### src/hdl/emg_pulse_gesture_classifier_assert.svh
// Assertion macros shared by the EMG pulse gesture classifier RTL
`ifndef EMG_PULSE_GESTURE_CLASSIFIER_ASSERT_SVH
`define EMG_PULSE_GESTURE_CLASSIFIER_ASSERT_SVH
`ifndef SYNTHESIS
// Check a property on every clock edge outside reset
`define EMGC_ASSERT(lbl, prop, msg) \
    lbl: assert property (@(posedge aclk) disable iff (!aresetn) prop) else $error(msg);
// Check that a condition is followed in the next cycle by a consequence
`define EMGC_ASSERT_NEXT(lbl, ante, cons, msg) \
    lbl: assert property (@(posedge aclk) disable iff (!aresetn) (ante) |=> (cons)) \
        else $error(msg);
`else
`define EMGC_ASSERT(lbl, prop, msg)
`define EMGC_ASSERT_NEXT(lbl, ante, cons, msg)
`endif
`endif

### src/hdl/emgc_div.sv
// Shared restoring divider, one quotient bit per cycle
module emgc_div #(
    parameter int NUM_W = 29,
    parameter int DEN_W = 21
) (
    input  logic             aclk,
    input  logic             aresetn,
    input  logic             start,
    input  logic [NUM_W-1:0] num,
    input  logic [DEN_W-1:0] den,
    output logic             done,
    output logic [NUM_W-1:0] quot
);
    localparam int CNT_W = $clog2(NUM_W + 1);

    logic [DEN_W-1:0] rem_reg;
    logic [NUM_W-1:0] quo_reg;
    logic [CNT_W-1:0] cnt_reg;
    logic             busy_reg;
    logic             done_reg;
    logic [DEN_W:0]   rem_sh;
    logic [DEN_W:0]   diff;
    logic             ge;

    assign rem_sh = {rem_reg, quo_reg[NUM_W-1]};
    assign ge     = rem_sh >= {1'b0, den};
    assign diff   = rem_sh - {1'b0, den};

    always_ff @(posedge aclk) begin
        if (!aresetn) begin
            busy_reg <= 1'b0;
            done_reg <= 1'b0;
            cnt_reg  <= '0;
        end else begin
            done_reg <= 1'b0;
            if (start) begin
                rem_reg  <= '0;
                quo_reg  <= num;
                cnt_reg  <= CNT_W'(NUM_W);
                busy_reg <= 1'b1;
            end else if (busy_reg) begin
                rem_reg <= ge ? diff[DEN_W-1:0] : rem_sh[DEN_W-1:0];
                quo_reg <= {quo_reg[NUM_W-2:0], ge};
                cnt_reg <= cnt_reg - 1'b1;
                if (cnt_reg == CNT_W'(1)) begin
                    busy_reg <= 1'b0;
                    done_reg <= 1'b1;
                end
            end
        end
    end

    assign done = done_reg;
    assign quot = quo_reg;
endmodule

### config.mk
export PLATFORM = sky130hd
export DESIGN_NAME = emgc_div
export DESIGN_NICKNAME = d
export VERILOG_FILES = /design/src/hdl/emg_pulse_gesture_classifier_assert.svh /design/src/hdl/emgc_div.sv
export SDC_FILE = /design/constraint.sdc
export NUM_CORES = 1
export LEC_CHECK = 0
export CORE_MARGIN = 2
export CORE_UTILIZATION = 34
export CTS_CLUSTER_SIZE = 30
export DETAILED_ROUTE_END_ITERATION = 12
export DONT_BUFFER_PORTS = 1
export SETUP_SLACK_MARGIN = 0.05
export SLEW_MARGIN = 20
export SYNTH_ARGS = -nofsm -noshare
export SYNTH_HDL_FRONTEND = slang
export SYNTH_SLANG_ARGS = --single-unit
### constraint.sdc
create_clock -name aclk -period 5 [get_ports aclk]
set_input_delay 0.25 -clock aclk [delete_from_list [all_inputs] [get_ports aclk]]
set_output_delay 0.25 -clock aclk [all_outputs]
set_load 0.1 [all_outputs]
## After elaboration in Yosys (flattened, before gate mapping)

Index checks and enable logic that the tools add are counted.

| operators by class | value |
|---|---|
| $add $sub $neg | 2 |
| multipliers | 0 |
| div/mod/pow operators | 0 |
| magnitude comparators | 1 |
| eq/ne operators | 1 |
| shift operators | 0 |
| mux-type cells | 10 |
| bitwise gates (word level) | 2 |
| reduce and logical (&&, ||, !) cells | 4 |

Operators by type and width:

| cell | count |
|---|---|
| two-way mux 29 bit | 2 |
| two-way mux 21 bit | 2 |
| >= comparator 22 x 21 -> 1 bit | 1 |
| subtractor 21 bit | 1 |
| two-way mux 5 bit | 2 |
| equality test 5 x 1 -> 1 bit, second input constant | 1 |
| subtractor 5 x 1 -> 5 bit, second input constant | 1 |
| two-way mux 1 bit | 4 |
| OR reduction 3 bit | 1 |
| NOT 1 bit | 2 |
| AND reduction 2 bit | 1 |
| nonzero test 2 bit | 1 |
| OR reduction 2 bit | 1 |

| storage, ports and cells | value |
|---|---|
| register bits after elaboration | 57 |
| bits in latches | 0 |
| bits in writable memories | 0 |
| bits in read-only memories | 0 |
| input bits | 53 |
| word-level logic and storage cells | 26 |
| memories kept | 0 |

## Depth between registers and ports, before layout

Gate-level depths: netlist (run 1).

| logic depth | value |
|---|---|
| depth after elaboration | 4 |
| gate-level depth with buffers | 13 |
| depth with buffers taken out | 11 |

## Least setup slack after synthesis (run 1)

Ideal clock, no wire load.

| timing path | value |
|---|---|
| path type | flip-flop to flip-flop |
| start | reg quo_reg[28] (netlist: quot[28]) |
| end | reg quo_reg[0] (netlist: quot[0]) (data pin) |
| setup time | 260 ps |
| data arrival time | 2930 ps |
| required time | 4740 ps |
| path slack | 1810 ps |
| stages on the path, launching flop included | 12 |
| path through | edfxtp_1 -> inv_1 -> ha_1 -> inv_1 -> fa_1 -> a21oi_1 -> o211a_4 -> o221ai_4 -> a211o_2 -> a21bo_1 -> buf_6 -> mux2_2 |

| on the way | value |
|---|---|
| word-level cells in the longest chain between the ends | 3 |

RTL lines:

| item | RTL line | source |
|---|---|---|
| start, declared | emgc_div.sv:17 | `logic [NUM_W-1:0] quo_reg;` |
| start signal, assigned | emgc_div.sv:38 | `quo_reg <= num;` |
| start signal, assigned | emgc_div.sv:43 | `quo_reg <= {quo_reg[NUM_W-2:0], ge};` |
| >= comparator 22 x 21 -> 1 bit | emgc_div.sv:26 | `assign ge = rem_sh >= {1'b0, den};` |
| two-way mux 29 bit | emgc_div.sv:41 | `end else if (busy_reg) begin` |
| two-way mux 29 bit | emgc_div.sv:36 | `if (start) begin` |

No other way between the ends. The select of a mux whose other input is x is not followed.
A chain may end at the register's enable or synchronous reset.

## Worst setup path after layout (run 1)

| timing path | value |
|---|---|
| start | reg quo_reg[28] (netlist: quot[28]) |
| end | reg rem_reg[15] (data pin) |

| on the way | value |
|---|---|
| word-level cells in the longest chain between the ends | 3 |

RTL lines:

| item | RTL line | source |
|---|---|---|
| subtractor 21 bit or >= comparator 22 x 21 -> 1 bit (tied branches) | emgc_div.sv:27, emgc_div.sv:26 |  |
| two-way mux 21 bit (*) | emgc_div.sv:42 | `rem_reg <= ge ? diff[DEN_W-1:0] : rem_sh[DEN_W-1:0];` |
| two-way mux 21 bit (*) | emgc_div.sv:41 |  |
| end signal, assigned | emgc_div.sv:42 |  |
| end, declared | emgc_div.sv:16 | `logic [DEN_W-1:0] rem_reg;` |

Mark *: on every way between the ends. The rest lies on a longest branch, timed or not. The select of a mux whose other input is x is not followed.

==> results.yml, run 1 <==
sta:
  skew_ps: 7.51
  fin_tns_setup_ps: 0
  worstMarginPinSlew_ps: 979
  setup_violations: 0
  slew_headroom_pct: 34.7
  maxSlewViolCount: 0
  rsz0062_at_grt: "false"
  max_freq_mhz: 288
  fin_crit_ps: 3470
  period_share_pct: 69.4
  hold_viol_final: 0
  worst_hold_slack_ps: 71.4
synth:
  ys.flop_type: "edfxtp_1"
  syn_nets: 455
  yosys.area.top_type_share_pct: 38.8
  synth-seq-cells: 57
  synth-edff-count: 50
  ys_seq_area_share_pct: 42.4
  yosysWarnings: 0
  async_flop_share_pct: 0
  yosysTopAreaCell: "edfxtp_1"
  synth_area_mm2: 0.00387
  synth.distinct_cells: 62
  synth.area.top_cells: "edfxtp_1 39%, mux2_2 8.4%, ha_1 7.4%"
  synthCells: 378
  avgSynthCellArea_um2: 10.2
clock_network:
  cts_buffers: 9
  post_cts_resized: 0
  cts_max_level: 3
  cts_setup_buffers: 0
  root_buffer: "clkbuf_16"
  postCtsHoldBufs: 0
  cts_buffer_depth: 2
  clk_latency_ps: 330
  clkSinkCount: 57
  path_clk_slew_ps: 60
  cts_tree: "done"
pwr:
  power.leakage_nw: 1.62
  power_density_mw_per_mm2: 393
  ir_worst_vdd_mv: 0.249
setup_path:
  cp-start-kind: "flop"
  crit_type: "flop to flop"
  critPathArrivalTime_ps: 3550
  endpoint_kind: "flop"
  path_max_fanout: 12
  worst_ep_required_time_ps: 5080
floorplan:
  coreArea_mm2: 0.0110
  pin_count: 83
  die_w_um: 111
  die_area_mm2: 0.0123
  start_util_pct: 35.2
  num_rows: 38
  die_h_um: 111
route:
  wl_per_cell_um: 17.3
  vias: 2782
  drt_iter0_markers: 111
  viasPerCell: 5.39
  finalWirelength_mm: 8.92
  drtAntennaViolNets: 0
  drc_errors: 0
  first_pass_iters: 4
finish:
  seqCellArea_mm2: 0.00164
  syn_to_final_growth_pct: 9.51
  largest_reg_flops: 29
  num_antenna_cells: 0
  fill_cells: 1088
  fin_nets: 448
  drive_above_1_share_pct: 17.3
  multiInputGateArea_mm2: 0.00200
place:
  gp_routability_congestion: 0.840
  port_buffers: 0
  post-dp-hpwl_mm: 6.52
global_routing:
  grt_max_degree: 54
  grt_pass1_vias: 2911
  grt_overflow: 0
  grt_pass1_wl_mm: 14.6
  grt_usage_pct: 14.7
  antenna_found_initial: 0
run:
  maxCapViolCount: 0
status:
  status: "complete, no violations"
hold_path:
  hold_path_class: "primary input to flop"
where the power goes:
part / switching (mW) / leakage, nW / total (mW) / internal, mW
logic: 0.208 / 0.928 / 0.360 / 0.152
registers: 0.136 / 0.540 / 0.708 / 0.572
clock network: 0.221 / 0.148 / 0.599 / 0.378
total: 0.565 / 1.62 / 1.67 / 1.10
routing by layer:
metal / wire (um) / share of wire [%] / vias up / track usage [%]
met2: 4040 / 45 / 108 / 23.4
met4: 129 / 1.4 / 0 / 5.00
li1: - / - / 1367 / -
met1: 4000 / 45 / 1295 / 18.3
met5: 0 / 0 / - / 0
met3: 754 / 8.5 / 12 / 5.52
final cells by class:
| type | count | area share (%) |
|---|---|---|
| Clock buffer | 12 | 6.32 |
| Multi-Input combinational cell | 270 | 47.1 |
| Clock inverter | 4 | 0.531 |
| Sequential cell | 57 | 38.7 |
| Tap cell | 140 | 4.13 |
| Inverter | 30 | 2.66 |
| Timing Repair Buffer | 3 | 0.531 |
through the flow:
| step | cell area [um2] | std cells | total power [mW] | worst slack, ps | utilization [%] |
|---|---|---|---|---|---|
| 2_1_floorplan | 3870 | 378 | 1.02 | 1810 | - |
| 3_3_place_gp | 3950 | 500 | 1.07 | 1600 | 35.9 |
| 3_5_place_dp | 3950 | 500 | 1.07 | 1500 | 35.9 |
| 4_1_cts | 4240 | 516 | 1.67 | 1470 | 38.6 |
| 5_1_grt | 4240 | 516 | 1.75 | 1310 | 38.6 |
| 6_report | 4240 | 516 | 1.67 | 1530 | 38.6 |
path summary, 6_finish.rpt:
| path | startpoint | to | slack (ps) | depth (start not counted) |
|---|---|---|---|---|
| worst max-delay path | quot[28] | rem_reg[15] | 1530 | 13 |
| worst min-delay path | aresetn | done | 70 | 2 |
| worst min register to register | cnt_reg[3] | done | 500 | 1 |
| worst max register to register | quot[28] | rem_reg[15] | 1530 | 13 |
cell families after synthesis:
logic type	Yosys count	share of synthesized area, %
simple gates	104	13.1
xor+xnor	17	3.85
mux	30	8.70
flops	57	42.4
buf+inv	51	6.05
compound gates	95	17.9
fa+ha+maj	24	7.95
cell usage after synthesis (all sizes together) (2+ instances only):
cell type and n:
dfxtp 7, nor3 9, clkbuf 9, nand4 4, a221oi 2, nor4 3
or3b 2, and2 2, ha 23, xnor2 11, nand3 14, o211ai 6
nor2 9, buf 12, o21a 3, a21boi 5, and3 5, mux2 29
a211oi 4, edfxtp 50, xor2 6, a21o 5, o21ai 15, inv 29
nand2b 2, a211o 2, nand2 48, nor2b 2, a21oi 39
cell usage in the layout (no fill, tap or decap), types with 6 or more instances in the layout:
cell type | synthesis | final
edfxtp_1 | 50 | 50
mux2_2 | 29 | 29
ha_1 | 23 | 23
nand3_1 | 13 | 13
nand2_1 | 48 | 48
o21ai_0 | 14 | 14
a21oi_1 | 36 | 36
xor2_1 | 6 | 6
dfxtp_1 | 7 | 7
nor2_1 | 9 | 9
nor3_1 | 9 | 9
inv_1 | 29 | 29
xnor2_1 | 11 | 11
clkbuf_16 | 0 | 10
o211ai_1 | 6 | 6
critical path, cell delays in order, from the launching register on:
cell and delay, ps:
edfxtp_1 350, buf_4 250, inv_1 80, ha_1 170, inv_1 60, fa_1 430
a21oi_1 210, o211a_4 210, o221ai_4 120, a211o_2 370, a21boi_2 490, buf_4 280
or3b_1 140, a21oi_1 60
No activity file was read; power rests on OpenSTA's default activity.
==> run 2, diff against run 1 <==
==> constraint.sdc (replaced) <==
create_clock -name aclk -period 2.9 [get_ports aclk]
set_input_delay 0.145 -clock aclk [delete_from_list [all_inputs] [get_ports aclk]]
set_output_delay 0.145 -clock aclk [all_outputs]
set_load 0.1 [all_outputs]
==> run 2 against run 1 <==
Effect of this change:
- routed wire length increased by 2.3%
- hold slack got worse by 46 ps
- fmax increased by 29%
- clock power increased by 65%
- sequential share of layout area decreased by 0.85 points
- worst setup slack got worse by 1300 ps
- via count increased by 3.9%
- clock-buffer cell count decreased by 1
- non-clock buffer count increased by 8
- critical endpoint is now rem_reg[2]
==> results.yml, run 2 (synthesized netlist as in run 1, its figures left out) <==
global_routing:
  grt_pass1_vias: 2946
  top_usage_layer: "met2"
  grt_usage_pct: 15.1
  use_met1_pct: 19.3
  antenna_found_initial: 0
  use_met2_pct: 23.7
  grt_pass1_wl_mm: 14.8
  grt_max_degree: 39
  grt_overflow: 0
  met3_usage_pct: 5.30
sta:
  setup_violations: 0
  fin_crit_ps: 2700
  skew_ps: 7.46
  slew_headroom_pct: 34.9
  maxSlewViolCount: 0
  worstMarginPinSlew_ps: 977
  rsz0062_at_grt: "false"
  max_freq_mhz: 371
  hold_viol_final: 0
  worst_hold_slack_ps: 25.8
  period_share_pct: 93.1
  fin_tns_setup_ps: 0
  layout_setup_ws_ps: 201
finish:
  final_cells: 524
  num_antenna_cells: 0
  fill_cells: 1036
  final_cell_mix: "50 x edfxtp_1, 48 x nand2_1, 35 x a21oi_1"
  largest_reg_flops: 29
  drive_above_1_share_pct: 19.3
  mostFrequentLayoutCell: "edfxtp_1"
  syn_to_final_growth_pct: 12.0
  multiInputGateArea_mm2: 0.00201
  fin_nets: 456
  seqCellArea_mm2: 0.00164
  utilization_pct: 39.5
route:
  first_pass_iters: 5
  vias: 2891
  finalWirelength_mm: 9.12
  drc_errors: 0
  drt_iter0_markers: 142
  wl_per_cell_um: 17.4
  viasPerCell: 5.52
  drtAntennaViolNets: 0
status:
  status: "complete, no violations"
setup_path:
  path_max_fanout: 6
  cp_slowest_cell: "edfxtp_1"
  cp_slowest_stage_delay_ps: 370
  critPathArrivalTime_ps: 2750
  path_cells: "inv_1 > ha_1 > inv_1 > fa_2 > a21oi_2 > o211a_4 > o221ai_4 > a211o_2 > a21bo_4 > buf_4 > nor2_1 > a211oi_2"
  rr_startpoint: "quot[28]"
  worstReg2RegEnd: "rem_reg[2]"
  crit_top_cell: "inv_1"
  regToRegSetupSlack_ps: 200
  worst_ep_required_time_ps: 2950
  ff2ff_path_depth: 12
  crit_type: "flop to flop"
  cp-start-kind: "flop"
  endpoint_kind: "flop"
hold_path:
  hold-path-cell-count: 1
  hold_path_class: "primary input to flop"
  worst_hold_startpoint: "start"
  hold_end: "rem_reg[19]"
place:
  port_buffers: 0
  gp_routability_congestion: 0.893
  dp_slack_ps: 151
  post-place-cells: 505
  post-dp-hpwl_mm: 6.45
clock_network:
  cts_setup_buffers: 0
  clkSinkCount: 57
  path_clk_slew_ps: 60
  clk_latency_ps: 330
  cts_tree: "done"
  cts_buffers: 9
  root_buffer: "clkbuf_16"
  cts_buffer_depth: 2
  cts_max_level: 3
floorplan:
  die_h_um: 111
  pin_count: 83
  num_rows: 38
  start_util_pct: 35.2
  die_area_mm2: 0.0123
  die_w_um: 111
  coreArea_mm2: 0.0110
pwr:
  ir_worst_vdd_mv: 0.311
  power_density_mw_per_mm2: 664
  power.leakage_nw: 1.65
run:
  maxCapViolCount: 0
==> run 2: metrics by stage <==
stage	total power [mW]	instance area (um2)
3_5_place_dp	1.88	4020
4_1_cts	2.89	4320
3_3_place_gp	1.87	4020
6_report	2.87	4330
2_1_floorplan	1.76	3880
5_1_grt	3.01	4330
==> run 2: report_power, final <==
part	switching [mW]	internal [mW]	total, mW
Combinational	0.372	0.291	0.663
Sequential	0.234	0.987	1.22
Clock	0.392	0.599	0.991
==> run 2: repair_timing <==
action / 4_1_cts / 5_1_grt
gates resized for setup: 0 / 4
hold endpoints to repair: 19 / 0
hold buffers: 3 / 0
endpoints found under the setup margin: 0 / 15
==> run 2: cell type report <==
| cell class | count | share of cell area (%) |
|---|---|---|
| inverters | 30 | 2.60 |
| flip-flops and latches | 57 | 37.9 |
| well taps | 140 | 4.04 |
| repair buffers | 11 | 2.74 |
| clock inverters | 5 | 0.664 |
| multi-input cells | 270 | 46.5 |
| clock buffers | 11 | 5.60 |
==> run 2: worst max path at each step <==
| stage | startpoint | end | slack (ps) | depth (start not counted) |
|---|---|---|---|---|
| finish | quot[28] | rem_reg[2] | 200 | 12 |
| global placement | quot[28] | rem_reg[2] | 190 | 12 |
| detailed placement | quot[28] | rem_reg[2] | 150 | 12 |
| floorplan | quot[28] | quot[0] | -210 | 11 |
| global route | quot[28] | rem_reg[2] | 80 | 12 |
| CTS | quot[28] | rem_reg[2] | 120 | 12 |
==> run 2: per-layer routing <==
metal  vias up  wire [um]
li1       1387          -
met1      1356       4020
met2       136       4070
met3        12        907
met4         0        125
met5         -          0
==> run 2: worst max-delay path: cells and delay by family (launching register included) <==
kind	cells	cell delay, ps
fa+ha+maj	2	530
simple gates	1	110
buf+inv	3	280
flops	1	370
compound gates	6	1130
